==> src/rtl/core/yuv420_block_anaglyph_filter_top_assert.svh <==
// assertion macros for the anaglyph filter
`ifndef YUV420_BLOCK_ANAGLYPH_FILTER_TOP_ASSERT_SVH
`define YUV420_BLOCK_ANAGLYPH_FILTER_TOP_ASSERT_SVH

// same-cycle implication, disabled while reset is asserted
`define YAF_ASSERT_NOW(label, clk, rst_n, ante, cons) \
	label: assert property (@(posedge clk) disable iff (!(rst_n)) (ante) |-> (cons)) \
		else $error("anaglyph filter check failed");

// next-cycle implication, disabled while reset is asserted
`define YAF_ASSERT_NEXT(label, clk, rst_n, ante, cons) \
	label: assert property (@(posedge clk) disable iff (!(rst_n)) (ante) |=> (cons)) \
		else $error("anaglyph filter check failed");

`endif

==> src/rtl/core/yaf_pkg.sv <==
package yaf_pkg;

	localparam int FRAC_BITS = 13;
	localparam int NPIX = 4;

	typedef logic [7:0] sample_t;
	// forward-path accumulator, holds the rgb sums before the shift
	typedef logic signed [23:0] acc_t;
	// one unclamped rgb channel
	typedef logic signed [10:0] chan_t;
	// back-path sum of three products and rounding terms
	typedef logic signed [25:0] wsum_t;
	// magnitude after abs and shift
	typedef logic [10:0] mag_t;

	typedef struct packed {
		logic adv;
		logic eye_mode;
	} pipe_ctrl_t;

	typedef struct packed {
		chan_t r;
		chan_t g;
		chan_t b;
	} rgb_t;

	localparam logic signed [8:0] LUMA_OFS = 9'sd16;
	localparam logic signed [8:0] CHROMA_OFS = 9'sd128;

	localparam acc_t K_Y  = 24'sd9535;
	localparam acc_t K_RV = 24'sd13074;
	localparam acc_t K_GV = 24'sd6660;
	localparam acc_t K_GU = 24'sd3203;
	localparam acc_t K_BU = 24'sd16531;

	localparam wsum_t K_YR = 26'sd2104;
	localparam wsum_t K_YG = 26'sd4130;
	localparam wsum_t K_YB = 26'sd802;
	localparam wsum_t K_UR = -26'sd1214;
	localparam wsum_t K_UG = -26'sd2384;
	localparam wsum_t K_UB = 26'sd3598;
	localparam wsum_t K_VR = 26'sd3598;
	localparam wsum_t K_VG = -26'sd3013;
	localparam wsum_t K_VB = -26'sd585;
	localparam wsum_t RND_Y = 26'sd4096 + 26'sd131072;
	localparam wsum_t RND_C = 26'sd4096 + 26'sd1048576;

	function automatic mag_t abs_shift(input wsum_t x);
		wsum_t m;
		m = x[$bits(wsum_t)-1] ? -x : x;
		return m[FRAC_BITS +: $bits(mag_t)];
	endfunction

	function automatic sample_t clamp8(input mag_t v);
		return (v > mag_t'(255)) ? 8'hFF : v[7:0];
	endfunction

endpackage

==> src/rtl/core/yaf_avg.sv <==
module yaf_avg (
	input  logic                clk,
	input  yaf_pkg::pipe_ctrl_t ctrl,
	input  yaf_pkg::sample_t    y_s5 [yaf_pkg::NPIX],
	input  yaf_pkg::mag_t       u_s5 [yaf_pkg::NPIX],
	input  yaf_pkg::mag_t       v_s5 [yaf_pkg::NPIX],
	output yaf_pkg::sample_t    luma_s6 [yaf_pkg::NPIX],
	output yaf_pkg::sample_t    cb_s6,
	output yaf_pkg::sample_t    cr_s6
);
	import yaf_pkg::*;

	logic [$bits(mag_t)+1:0] usum;
	logic [$bits(mag_t)+1:0] vsum;

	always_comb begin
		usum = '0;
		vsum = '0;
		for (int i = 0; i < NPIX; i++) begin
			usum = usum + ($bits(usum))'(u_s5[i]);
			vsum = vsum + ($bits(vsum))'(v_s5[i]);
		end
	end

	// divide by four is a shift, sums are never negative
	always_ff @(posedge clk) begin
		if (ctrl.adv) begin
			luma_s6 <= y_s5;
			cb_s6 <= clamp8(usum[$bits(usum)-1:2]);
			cr_s6 <= clamp8(vsum[$bits(vsum)-1:2]);
		end
	end

endmodule

==> config.mk <==
export PLATFORM = sky130hd
export DESIGN_NAME = yaf_avg
export DESIGN_NICKNAME = d
export VERILOG_FILES = /design/src/rtl/core/yuv420_block_anaglyph_filter_top_assert.svh /design/src/rtl/core/yaf_pkg.sv /design/src/rtl/core/yaf_avg.sv
export SDC_FILE = /design/constraint.sdc
export NUM_CORES = 1
export LEC_CHECK = 0
export BUFFER_PORTS_ARGS = -buffer_cell sky130_fd_sc_hd__buf_2
export CORE_MARGIN = 4
export CORE_UTILIZATION = 42
export CTS_BUF_LIST = sky130_fd_sc_hd__clkbuf_8
export DETAILED_ROUTE_END_ITERATION = 10
export GPL_ROUTABILITY_DRIVEN = 0
export PLACE_DENSITY = 0.77
export SETUP_SLACK_MARGIN = 0.02
export SLEW_MARGIN = 10
export SYNTH_ARGS = -nofsm -noshare
export SYNTH_HDL_FRONTEND = slang
export SYNTH_SLANG_ARGS = --single-unit
==> constraint.sdc <==
create_clock -name clk -period 3.53 [get_ports clk]
set_input_delay 0.1765 -clock clk [delete_from_list [all_inputs] [get_ports clk]]
set_output_delay 0.1765 -clock clk [all_outputs]
set_load 0.02 [all_outputs]
Word level (Yosys, flattened, before mapping)

Cells that the tools add are included.

Flip-flop bits (word level): 48
Output and inout port bits: 48
Word-level logic and storage cells: 14
Bits of input ports: 123

Add/subtract/negate cells: 6
Order comparisons: 2

Operator list:

| operator              | count |
|---|---|
| $add A12 B11 Y13      | 2 |
| $add A13 B11 Y13      | 2 |
| $add A11 B11 Y12      | 2 |
| $gt A11 B8 Y1 const B | 2 |

Depth between registers and ports, before layout

Word-level depth: 4
Gate-level depth with buffers: 13
Mapped depth without buffers: 13

Worst setup path after synthesis

Ideal clock, no wire load.

Path kind: in2reg
Start: input port u_s5[1] in the netlist's numbering
End: register cb_s6[7], data pin
Arrival time: 2.859 ns
Setup time: 0.259 ns
Path slack: 0.412 ns
Buffers on the path: 0
Stages: 13
Required time: 3.271 ns
Cells stage by stage: inv_1 > fa_1 > inv_1 > fa_1 > nand2_1 > nor2_1 > fa_1 > a21o_1 > a311o_1 > nand4_1 > o2111a_1 > o21ai_2 > or2_1

Longest elaborated chain between the ends: 2

RTL lines:

| element              | line          | RTL |
|---|---|---|
| from (decl)          | yaf_avg.sv:5  | `input yaf_pkg::mag_t u_s5 [yaf_pkg::NPIX],` |
| $add A13 B11 Y13 *   | yaf_avg.sv:20 | `usum = usum + ($bits(usum))'(u_s5[i]);` |
| $gt A11 B8 Y1        | yaf_pkg.sv:55 | `return (v > mag_t'(255)) ? 8'hFF : v[7:0];` |
| to (signal assigned) | yaf_avg.sv:29 | `cb_s6 <= clamp8(usum[$bits(usum)-1:2]);` |
| to (decl)            | yaf_avg.sv:8  | `output yaf_pkg::sample_t cb_s6,` |

Every way passes the cells marked *; elsewhere a longest branch is shown, timed or not.
A chain may end at the register's enable or synchronous reset.

Worst setup path after layout

Start: input port v_s5[1] in the netlist's numbering
End: register cr_s6[0], data pin

Longest elaborated chain between the ends: 2

RTL lines:

| element              | line          | RTL |
|---|---|---|
| from (decl)          | yaf_avg.sv:6  | `input yaf_pkg::mag_t v_s5 [yaf_pkg::NPIX],` |
| $add A13 B11 Y13 *   | yaf_avg.sv:21 | `vsum = vsum + ($bits(vsum))'(v_s5[i]);` |
| $gt A11 B8 Y1        | yaf_pkg.sv:55 |  |
| to (signal assigned) | yaf_avg.sv:30 | `cr_s6 <= clamp8(vsum[$bits(vsum)-1:2]);` |
| to (decl)            | yaf_avg.sv:9  | `output yaf_pkg::sample_t cr_s6` |

Marked as above.

==> flow_summary_export.csv <==
group,metric,value,unit
clocking,post_cts_buffers,0,
critical_path,crit_path_cell_trace,"buf_2 > inv_1 > fa_1 > inv_1 > fa_1 > nand2_1 > nor2_1 > fa_1 > a211oi_1 > nor2_1 > o21bai_4 > o211ai_1 > a211oi_4 > nand2b_1",
synth,synth_top_family_by_area,"adder cells",
timing,final.setup.tns,0,ps
routing,drtIter0Drc,90,
timing,period_share,0.902,
cells_and_area,regArea,1440,um^2
critical_path,cp_slowest_stage_delay,520,ps
critical_path,cp-end-kind,"flop",
synth,async_flop_share,0,
power_and_ir_drop,switching_power,0.808,mW
floorplanning,die_h,101,um
synth,synth-edff-count,48,
power_and_ir_drop,clkPwrFrac,0.211,
min_path,min_path_type,"in2reg",
clocking,clock_sinks,48,
timing,slew-limit-headroom,0.275,
routing,ant_nets,0,
power_and_ir_drop,internal_power,1.46,mW
synth,ys_warn_count,0,
routing,wl_met1,2830,um
min_path,hp-start,"y_s5[7]",
cells_and_area,multiInputGateArea,1790,um^2
synth,synth.mux.area_fraction,0,
job,cap_violations,0,
critical_path,crit_top_cell,"fa_1",
timing,clock.fmax,314,MHz
power_and_ir_drop,powerDensity,475,nW/um^2
critical_path,criticalPathCategory,"in2reg",
routing,highest_layer,"met5",
critical_path,arrival,3220,ps
critical_path,critPathMaxFanout,8,
synth,ys.flop_type,"edfxtp_1",
grt,grt_pass1_vias,2732,
clocking,root_buffer,"clkbuf_8",
routing,wl_met2,3680,um
cells_and_area,nets,685,
critical_path,startpoint_type,"primary input",
synth,synthXorXnorAreaFrac,0.0336,
routing,drt_wl_total,7510,um
grt,globalRouteOverflowTotal,0,
cells_and_area,drive_gt1_frac,0.369,
synth,synth-simple-area-share,0.0606,
synth,synthAdderAreaFrac,0.310,
clocking,cts.clk_slew.worst_paths,100,ps
power_and_ir_drop,power.total,2.26,mW
clocking,cts_max_level,2,
cells_and_area,final_common_cell,"buf_2",
routing,vias,2777,
timing,slew_violations,0,
floorplanning,rows,33,
floorplanning,core_region_area,8340,um^2
grt,antenna_found_initial,2,
timing,final-setup-viol-count,0,
grt,track_usage,0.147,
timing,hold_violations,0,
routing,vias_per_cell,4.60,
synth,syn_nets,509,
clocking,clk_path_buf_depth,2,
synth,syn_avg_cell_area,11.3,um^2
placed_design,pre_cts_ws,36.6,ps
timing,period_needed,3180,ps
power_and_ir_drop,netSwitchingFraction,0.357,
power_and_ir_drop,leakagePower,2.52,nW
cells_and_area,diodes,0,
clocking,cts-hold-fix-buffers,0,
outcome,status,"finished clean",
timing,rsz0062_at_grt,"no",
power_and_ir_drop,p_comb_frac,0.466,
timing,fin_ws,347,ps
synth,synth.distinct_cells,36,
cells_and_area,final_cell_mix,"169 x buf_2, 113 x inv_1, 48 x edfxtp_1, 44 x fa_1, 20 x ha_1",
critical_path,worst_path_max_delay_cell,"fa_1",
clocking,cts_resized,0,
routing,firstDrtPassIters,4,
min_path,whs_endpoint,"luma_s6[7]",
timing,hold_ws,45.3,ps
synth,synth_compound_area_frac,0.0853,
power_and_ir_drop,irDropWorstVdd,208,uV
grt,grt_pass1_wl,11900,um
cells_and_area,n_fill_cell,730,
routing,dr_wl_met3,854,um
critical_path,cp_data_required_time,3570,ps
placed_design,io_buffers,169,
cells_and_area,syn2layout_area_growth,30.5,%
routing,wl_per_cell,12.4,um
floorplanning,io_pins,171,
routing,drc,0,
grt,grt_max_degree,49,
synth,synth_area,3650,um^2
timing,tightest_slew,1090,ps
clocking,numCtsBuffers,5,
floorplanning,initial_core_util,0.438,
floorplanning,dieArea,10300,um^2
synth,ys_seq_elements,48,
floorplanning,fp.dieW,101,um
synth,syn_inst,322,
clocking,cts_tree,"yes",
synth,synth-seq-area-share,0.395,
power_and_ir_drop,seq_power_share,0.323,
min_path,whs_path_depth,1,
placed_design,dp_hpwl,6500,um
## critical path: cells and delay by family
kind / cells / cell delay (ps)
buffers and inverters: 3 / 180
adder cells (fa/ha/maj): 3 / 1440
AO/OA/AOI/OAI: 4 / 1030
AND/OR/NAND/NOR: 4 / 390
## worst max path at each step
stage / startpoint / endpoint / slack (ps) / cells after the start
2_1_floorplan: u_s5[1] / cb_s6[7] / 410 / 13
3_3_place_gp: u_s5[1] / cb_s6[7] / 170 / 14
3_5_place_dp: v_s5[1] / cr_s6[7] / 40 / 14
4_1_cts: v_s5[1] / cr_s6[4] / 360 / 14
5_1_grt: v_s5[1] / cr_s6[4] / 190 / 14
6_report: v_s5[1] / cr_s6[0] / 350 / 14
## sequential cells by signal (all words and copies together) (netlist names)
name,cells
cr_s6,8
cb_s6,8
luma_s6,32
## cells in the mapped netlist (4+ instances only)
cell type / instances / area share
inv_1: 113 / 0.12
edfxtp_1: 48 / 0.39
fa_1: 44 / 0.24
ha_1: 20 / 0.069
nand2_1: 13 / 0.013
a21oi_1: 9 / 0.012
nand2b_1: 9 / 0.015
nor2_1: 9 / 0.0092
xor2_1: 8 / 0.019
a21o_1: 6 / 0.012
xnor2_1: 6 / 0.014
o21ai_0: 4 / 0.0055
## cell families after synthesis
group	count (synthesis)
fa+ha+maj	64
xor+xnor	14
compound gates	39
simple gates	44
flops	48
buf+inv	113
## through the flow
stage / util / cells / cell area (um^2)
6_report: 0.572 / 604 / 4770
3_3_place_gp: 0.555 / 596 / 4630
4_1_cts: 0.572 / 604 / 4770
3_5_place_dp: 0.555 / 596 / 4630
2_1_floorplan: - / 322 / 3650
5_1_grt: 0.572 / 604 / 4770
## power by group through the flow
| stage | Clock [mW] | Combinational [mW] | Sequential (mW) |
|---|---|---|---|
| after floorplan | 0 | 0.694 | 0.833 |
| after global placement | 0 | 1.02 | 0.743 |
| after detailed placement | 0 | 1.06 | 0.746 |
| after CTS | 0.495 | 1.07 | 0.733 |
| after global routing | 0.526 | 1.20 | 0.738 |
| final | 0.479 | 1.05 | 0.731 |
## layer usage
metal,track usage,up-vias
met1,0.173,1299
li1,-,1348
met3,0.0565,12
met2,0.251,114
met5,0,-
met4,0.0419,4
## cell type report
class / instances / share of cell area
multi-input cells: 161 / 0.375
clock inverters: 3 / 0.0144
well taps: 105 / 0.0276
flip-flops and latches: 48 / 0.302
clock buffers: 5 / 0.0144
repair buffers: 169 / 0.177
inverters: 113 / 0.0890
(Power assumes the default switching activity.)
