File: src/rtl/core/yuv420_block_anaglyph_filter_top_assert.svh
// assertion macros for the anaglyph filter
`ifndef YUV420_BLOCK_ANAGLYPH_FILTER_TOP_ASSERT_SVH
`define YUV420_BLOCK_ANAGLYPH_FILTER_TOP_ASSERT_SVH

// same-cycle implication, disabled while reset is asserted
`define YAF_ASSERT_NOW(label, clk, rst_n, ante, cons) \
	label: assert property (@(posedge clk) disable iff (!(rst_n)) (ante) |-> (cons)) \
		else $error("anaglyph filter check failed");

// next-cycle implication, disabled while reset is asserted
`define YAF_ASSERT_NEXT(label, clk, rst_n, ante, cons) \
	label: assert property (@(posedge clk) disable iff (!(rst_n)) (ante) |=> (cons)) \
		else $error("anaglyph filter check failed");

`endif

File: src/rtl/core/yaf_pkg.sv
package yaf_pkg;

	localparam int FRAC_BITS = 13;
	localparam int NPIX = 4;

	typedef logic [7:0] sample_t;
	// forward-path accumulator, holds the rgb sums before the shift
	typedef logic signed [23:0] acc_t;
	// one unclamped rgb channel
	typedef logic signed [10:0] chan_t;
	// back-path sum of three products and rounding terms
	typedef logic signed [25:0] wsum_t;
	// magnitude after abs and shift
	typedef logic [10:0] mag_t;

	typedef struct packed {
		logic adv;
		logic eye_mode;
	} pipe_ctrl_t;

	typedef struct packed {
		chan_t r;
		chan_t g;
		chan_t b;
	} rgb_t;

	localparam logic signed [8:0] LUMA_OFS = 9'sd16;
	localparam logic signed [8:0] CHROMA_OFS = 9'sd128;

	localparam acc_t K_Y  = 24'sd9535;
	localparam acc_t K_RV = 24'sd13074;
	localparam acc_t K_GV = 24'sd6660;
	localparam acc_t K_GU = 24'sd3203;
	localparam acc_t K_BU = 24'sd16531;

	localparam wsum_t K_YR = 26'sd2104;
	localparam wsum_t K_YG = 26'sd4130;
	localparam wsum_t K_YB = 26'sd802;
	localparam wsum_t K_UR = -26'sd1214;
	localparam wsum_t K_UG = -26'sd2384;
	localparam wsum_t K_UB = 26'sd3598;
	localparam wsum_t K_VR = 26'sd3598;
	localparam wsum_t K_VG = -26'sd3013;
	localparam wsum_t K_VB = -26'sd585;
	localparam wsum_t RND_Y = 26'sd4096 + 26'sd131072;
	localparam wsum_t RND_C = 26'sd4096 + 26'sd1048576;

	function automatic mag_t abs_shift(input wsum_t x);
		wsum_t m;
		m = x[$bits(wsum_t)-1] ? -x : x;
		return m[FRAC_BITS +: $bits(mag_t)];
	endfunction

	function automatic sample_t clamp8(input mag_t v);
		return (v > mag_t'(255)) ? 8'hFF : v[7:0];
	endfunction

endpackage

File: src/rtl/core/yaf_rgb.sv
module yaf_rgb (
	input  logic                clk,
	input  yaf_pkg::pipe_ctrl_t ctrl,
	input  yaf_pkg::sample_t    luma [yaf_pkg::NPIX],
	input  yaf_pkg::sample_t    cb,
	input  yaf_pkg::sample_t    cr,
	output yaf_pkg::rgb_t       rgb_s2 [yaf_pkg::NPIX]
);
	import yaf_pkg::*;

	logic signed [8:0] ut;
	logic signed [8:0] vt;
	logic signed [8:0] yd [NPIX];
	acc_t yt_s1 [NPIX];
	acc_t tr_s1;
	acc_t tg_s1;
	acc_t tb_s1;
	acc_t rs [NPIX];
	acc_t gs [NPIX];
	acc_t bs [NPIX];

	always_comb begin
		ut = $signed({1'b0, cb}) - CHROMA_OFS;
		vt = $signed({1'b0, cr}) - CHROMA_OFS;
		for (int i = 0; i < NPIX; i++) begin
			yd[i] = $signed({1'b0, luma[i]}) - LUMA_OFS;
		end
	end

	// stage 1: luma and chroma products
	always_ff @(posedge clk) begin
		if (ctrl.adv) begin
			for (int i = 0; i < NPIX; i++) begin
				yt_s1[i] <= acc_t'(yd[i]) * K_Y;
			end
			tr_s1 <= acc_t'(vt) * K_RV;
			tg_s1 <= acc_t'(vt) * K_GV + acc_t'(ut) * K_GU;
			tb_s1 <= acc_t'(ut) * K_BU;
		end
	end

	always_comb begin
		for (int i = 0; i < NPIX; i++) begin
			rs[i] = yt_s1[i] + tr_s1;
			gs[i] = yt_s1[i] - tg_s1;
			bs[i] = yt_s1[i] + tb_s1;
		end
	end

	// stage 2: floor shift by taking the upper bits
	always_ff @(posedge clk) begin
		if (ctrl.adv) begin
			for (int i = 0; i < NPIX; i++) begin
				rgb_s2[i].r <= rs[i][FRAC_BITS +: $bits(chan_t)];
				rgb_s2[i].g <= gs[i][FRAC_BITS +: $bits(chan_t)];
				rgb_s2[i].b <= bs[i][FRAC_BITS +: $bits(chan_t)];
			end
		end
	end

endmodule

File: config.mk
export PLATFORM = sky130hd
export DESIGN_NAME = yaf_rgb
export DESIGN_NICKNAME = d
export VERILOG_FILES = /design/src/rtl/core/yuv420_block_anaglyph_filter_top_assert.svh /design/src/rtl/core/yaf_pkg.sv /design/src/rtl/core/yaf_rgb.sv
export SDC_FILE = /design/constraint.sdc
export NUM_CORES = 1
export LEC_CHECK = 0
export BUFFER_PORTS_ARGS = -buffer_cell sky130_fd_sc_hd__buf_4
export CORE_ASPECT_RATIO = 1.1
export CORE_MARGIN = 2
export CORE_UTILIZATION = 35
export DETAILED_ROUTE_END_ITERATION = 6
export MAX_ROUTING_LAYER = met4
export PLACE_DENSITY = 0.61
export SLEW_MARGIN = 10
export SYNTH_ARGS = -nofsm -noshare
export SYNTH_HDL_FRONTEND = slang
export SYNTH_SLANG_ARGS = --single-unit
File: constraint.sdc
create_clock -name clk -period 11.2 [get_ports clk]
set_input_delay 0 -clock clk [delete_from_list [all_inputs] [get_ports clk]]
set_output_delay 0 -clock clk [all_outputs]
set_load 0.02 [all_outputs]
# Word-level counts from Yosys, hierarchy flattened
# Memories as Yosys holds them, arrays and structs flattened.
# Cells that the tools add are included.
[totals] ff_bits=203 latchBits=0 rom_bits=0 ram_bits=96 word_cells=45 output_inout_bits=132 memories=1 inputBits=51
[classes] n_reduce_logical=0 shifts=0 n_div=0 eq_ne=0 order_cmp=0 addsub=19 bitwise_logic=0 n_mux=2 multipliers=8
[mem_list] memory="yt_s1" words=4 word_bits=24 read_ports=4 rd_ports_with_merged_regs=0 write_ports=4 line_no="yaf_rgb.sv:14" rtl="acc_t yt_s1 [NPIX];"
[op_table] operator="24-bit adder" count=8
[op_table] operator="9-bit by 15-bit multiplier with 24-bit output, second input constant" count=4
[op_table] operator="24-bit subtractor" count=4
[op_table] operator="8-bit by 5-bit subtractor with 9-bit output, second input constant" count=4
[op_table] operator="23-bit by 22-bit adder with 24-bit output" count=1
[op_table] operator="9-bit by 16-bit multiplier with 24-bit output, second input constant" count=1
[op_table] operator="9-bit by 14-bit multiplier with 23-bit output, second input constant" count=1
[op_table] operator="9-bit by 13-bit multiplier with 22-bit output, second input constant" count=1
[op_table] operator="9-bit by 12-bit multiplier with 21-bit output, second input constant" count=1
[op_table] operator="8-bit by 8-bit subtractor with 9-bit output, second input constant" count=2
[op_table] operator="1-bit two-way mux" count=2

# Logic depth before layout (Yosys ltp)
[logic_depth] depth_word=3 ltp_mapped=27 depth_no_buf=27

# Least setup slack after synthesis
# OpenSTA, ideal clock, no wires.
[synth_timing] path_type="input to register" from="input port cr[7]" to="register tg_s1[23], data pin" t_required_ns=10.943 setup_ns=0.257 path_slack_ns=5.289 path_buffers=0 path_stages=23 t_arrival_ns=5.654 cell_sequence="inv_1 > ha_1 > ha_1 > fa_1 > fa_1 > ha_1 > ha_1 > nor3_1 > nor2_1 > fa_1 > inv_1 > fa_1 > inv_1 > ha_1 > a21o_1 > a21o_1 > a21oi_1 > nand2_1 > o21a_1 > a211oi_1 > o21bai_1 > a21o_1 > xor2_1"
[synth_between] elab_chain_cells=3
[synth_lines] item="from (decl)" line_no="yaf_rgb.sv:6" rtl="input yaf_pkg::sample_t cr,"
[synth_lines] item="8-bit by 8-bit subtractor with 9-bit output" line_no="yaf_rgb.sv:24" rtl="vt = $signed({1'b0, cr}) - CHROMA_OFS;"
[synth_lines] item="9-bit by 12-bit multiplier with 21-bit output" line_no="yaf_rgb.sv:37" rtl="tg_s1 <= acc_t'(vt) * K_GV + acc_t'(ut) * K_GU;"
[synth_lines] item="23-bit by 22-bit adder with 24-bit output" line_no="yaf_rgb.sv:37"
[synth_lines] item="to (signal assigned)" line_no="yaf_rgb.sv:37"
[synth_lines] item="to (decl)" line_no="yaf_rgb.sv:16" rtl="acc_t tg_s1;"
# Every way passes these cells.
# A chain may end at the register's enable or synchronous reset.

# Worst setup path in the final report
[layout_timing] from="input port cr[1]" to="register tg_s1[23], data pin"
# Same word-level chain as after synthesis.

==> impl_metrics.yaml <==
global_routing:
  gr-total-overflow: 0
  antenna_found_initial: 4
  grt_pass1_wl_um: 128400
  grt_max_degree: 162
  grt_pass1_vias: 22750
  grtUsageTotal: 0.1769
cts:
  post_cts_resized: 0
  cts.sinks: 297
  cts_hold_buf: 17
  cts_root_buf: "clkbuf_16"
  cts_tree: "yes"
  clk_latency_ns: 0.57
  cts_buffer_depth: 3
  clkTransAtPathRegs_ns: 0.06
  postCtsSetupBuffers: 0
  numCtsBuffers: 35
  htreeDepth: 2
synthesis:
  yosysSeqAreaShare: 0.2722
  yosysTopAreaCellShare: 0.3132
  syn-num-nets: 4131
  synthArstFlopShare: 0
  synth_area_leaders: "ha_1, edfxtp_1, fa_1"
  yosys_warnings: 0
  syn-cell-area_um2: 32760
  synth_cell_types: 67
  synth_ff_type: "edfxtp_1"
  synthCells: 3091
  synth.largest_area_cell: "ha_1"
  synth_edf_count: 297
  synth-seq-cells: 297
  postSynthAreaPerCell_um2: 10.60
pwr:
  ir_worst_vdd_uv: 138.3
  p_leak_uw: 0.01813
  p_per_area_nw_per_um2: 308.2
hold_path:
  worst_hold_path_type: "input pin to register"
  holdPathEnd: "yt_s1[0][3]"
  holdPathStages: 3
  hold_start: "luma[27]"
setup_path:
  crit_path_frequent_cell: "inv_1"
  critPathKind: "input pin to register"
  cpPeakStageDelay_ns: 0.53
  r2r_cells: 10
  crit_fanout: 7
  rrSetupSlack_ns: 7.38
  crit_start: "cr[1]"
  timing.rr.start: "tr_s1[2]"
  required_ns: 11.49
  reg2reg_to: "rgb_s2[98]"
  cpMaxStageDelayCell: "fa_1"
  endpoint_kind: "register"
  cp-start-kind: "input pin"
  critical_path_arrival_ns: 6.58
die:
  ioPinCount: 183
  core_um2: 92670
  placementRows: 117
  die_h_um: 324.9
  die_width_um: 295.7
  die_area_um2: 96060
  initial_utilization: 0.3535
sta:
  max-slew-margin-rel: 0.2842
  worst_slew_pin_slew_ns: 1.074
  slew_violations: 0
  setup_violations: 0
  grt_setup_unrepaired: "false"
  clock_skew_ns: 0.04296
  min_period_ns: 6.290
  fin_setup_tns_ns: 0
  setup_ws_ns: 4.910
  max_freq_mhz: 159.0
  fin_crit_sh: 0.5616
  hold_violations: 0
place:
  portBuffers: 181
  dpl_worst_slack_ns: 4.571
  gp_congestion: 0.9069
  hpwl_um: 69810
routing:
  viasPerCell: 4.992
  firstDrtPassIters: 6
  num_vias: 23000
  wl_per_cell_um: 17.86
  drtIter0Drc: 1094
  drcViolationCount: 0
  ant_nets: 0
  drt_wl_total_um: 82280
layout:
  final_cell_mix: "ha_1, inv_1, edfxtp_1, a21oi_1, buf_4"
  final_common_cell: "ha_1"
  nets: 4368
  ff_latch_area_um2: 8919
  layout-drive-gt1-share: 0.08107
  multiInputGateArea_um2: 22080
  nFillCells: 9011
  syn_to_final_growth_pct: 13.06
  fin_util: 0.3997
run:
  cap_viol_max_count: 0
outcome:
  status: "finished clean"
[worst max-delay path, delay by kind of cell]
kind	cells	cell delay [ns]
AOI/OAI and AO/OA	7	1.43
xor gates and xnor gates	1	0.13
adders and majority gates	9	3.46
buffers and inverters	8	1.04
and+or+nand+nor	4	0.49
[synthesized netlist by cell type (26+ instances only)]
| master | number |
|---|---|
| ha_1 | 820 |
| nor3_1 | 65 |
| inv_1 | 468 |
| nand3_1 | 38 |
| o21ai_0 | 92 |
| xor2_1 | 93 |
| nand2b_1 | 26 |
| edfxtp_1 | 297 |
| o21a_1 | 36 |
| nor2_1 | 156 |
| a21oi_1 | 186 |
| nand4_1 | 26 |
| xnor2_1 | 144 |
| nand2_1 | 85 |
| a21o_1 | 85 |
| fa_1 | 169 |
[layer usage]
metal / vias to the layer above / share of wire / global-route usage
met5: - / 0 / -
met4: 0 / 0.029 / 0.04756
met3: 96 / 0.038 / 0.01640
met2: 430 / 0.48 / 0.2978
met1: 10910 / 0.45 / 0.2263
li1: 11560 / - / -
[sequential cells by signal (all words and copies together), names as in the netlist]
signal and flops:
rgb_s2 132, yt_s1 96, tg_s1 24, tr_s1 23, tb_s1 22
[layout make-up]
| cell class | count | share of cell area |
|---|---|---|
| multi-input combinational | 2326 | 0.5963 |
| sequential | 297 | 0.2408 |
| inverter | 468 | 0.04743 |
| timing repair buffer | 200 | 0.04223 |
| tap | 1249 | 0.04219 |
| clock buffer | 37 | 0.02442 |
| clock inverter | 27 | 0.006452 |
| antenna | 3 | 0.0002027 |
[worst max-delay path by stage]
stage               slack [ns]        end  depth (start not counted)
floorplan                 5.29  tg_s1[23]                         23
global placement          4.56  tg_s1[23]                         24
global route              4.50  tg_s1[23]                         29
detailed placement        4.57  tg_s1[23]                         24
finish                    4.91  tg_s1[23]                         29
CTS                       4.92  tg_s1[23]                         29
[cell families after synthesis]
group | synth area share
fa+ha+maj | 0.4165
compound gates | 0.1182
simple gates | 0.07547
buf+inv | 0.05362
flops | 0.2722
xor+xnor | 0.06336
mux | 0.0006111
[where the power goes]
part | switching [uW] | internal [uW] | leakage (uW) | total [uW]
Combinational | 4470 | 3170 | 0.0147 | 7640
Sequential | 444 | 2190 | 0.00290 | 2630
Clock | 515 | 628 | 0.000543 | 1140
Total | 5420 | 5990 | 0.0181 | 11400
[through the flow]
stage | hold slack [ns] | area (um^2) | instances | total power (uW)
6_report | 0.01970 | 37040 | 4607 | 11420
5_1_grt | 0.02750 | 37030 | 4605 | 12460
4_1_cts | 0.003705 | 37030 | 4604 | 11480
2_1_floorplan | 0.09887 | 32760 | 3091 | 7820
3_5_place_dp | 0.2986 | 35720 | 4523 | 10250
3_3_place_gp | 0.3010 | 35720 | 4523 | 10150
No activity file was read; power rests on OpenSTA's default activity.
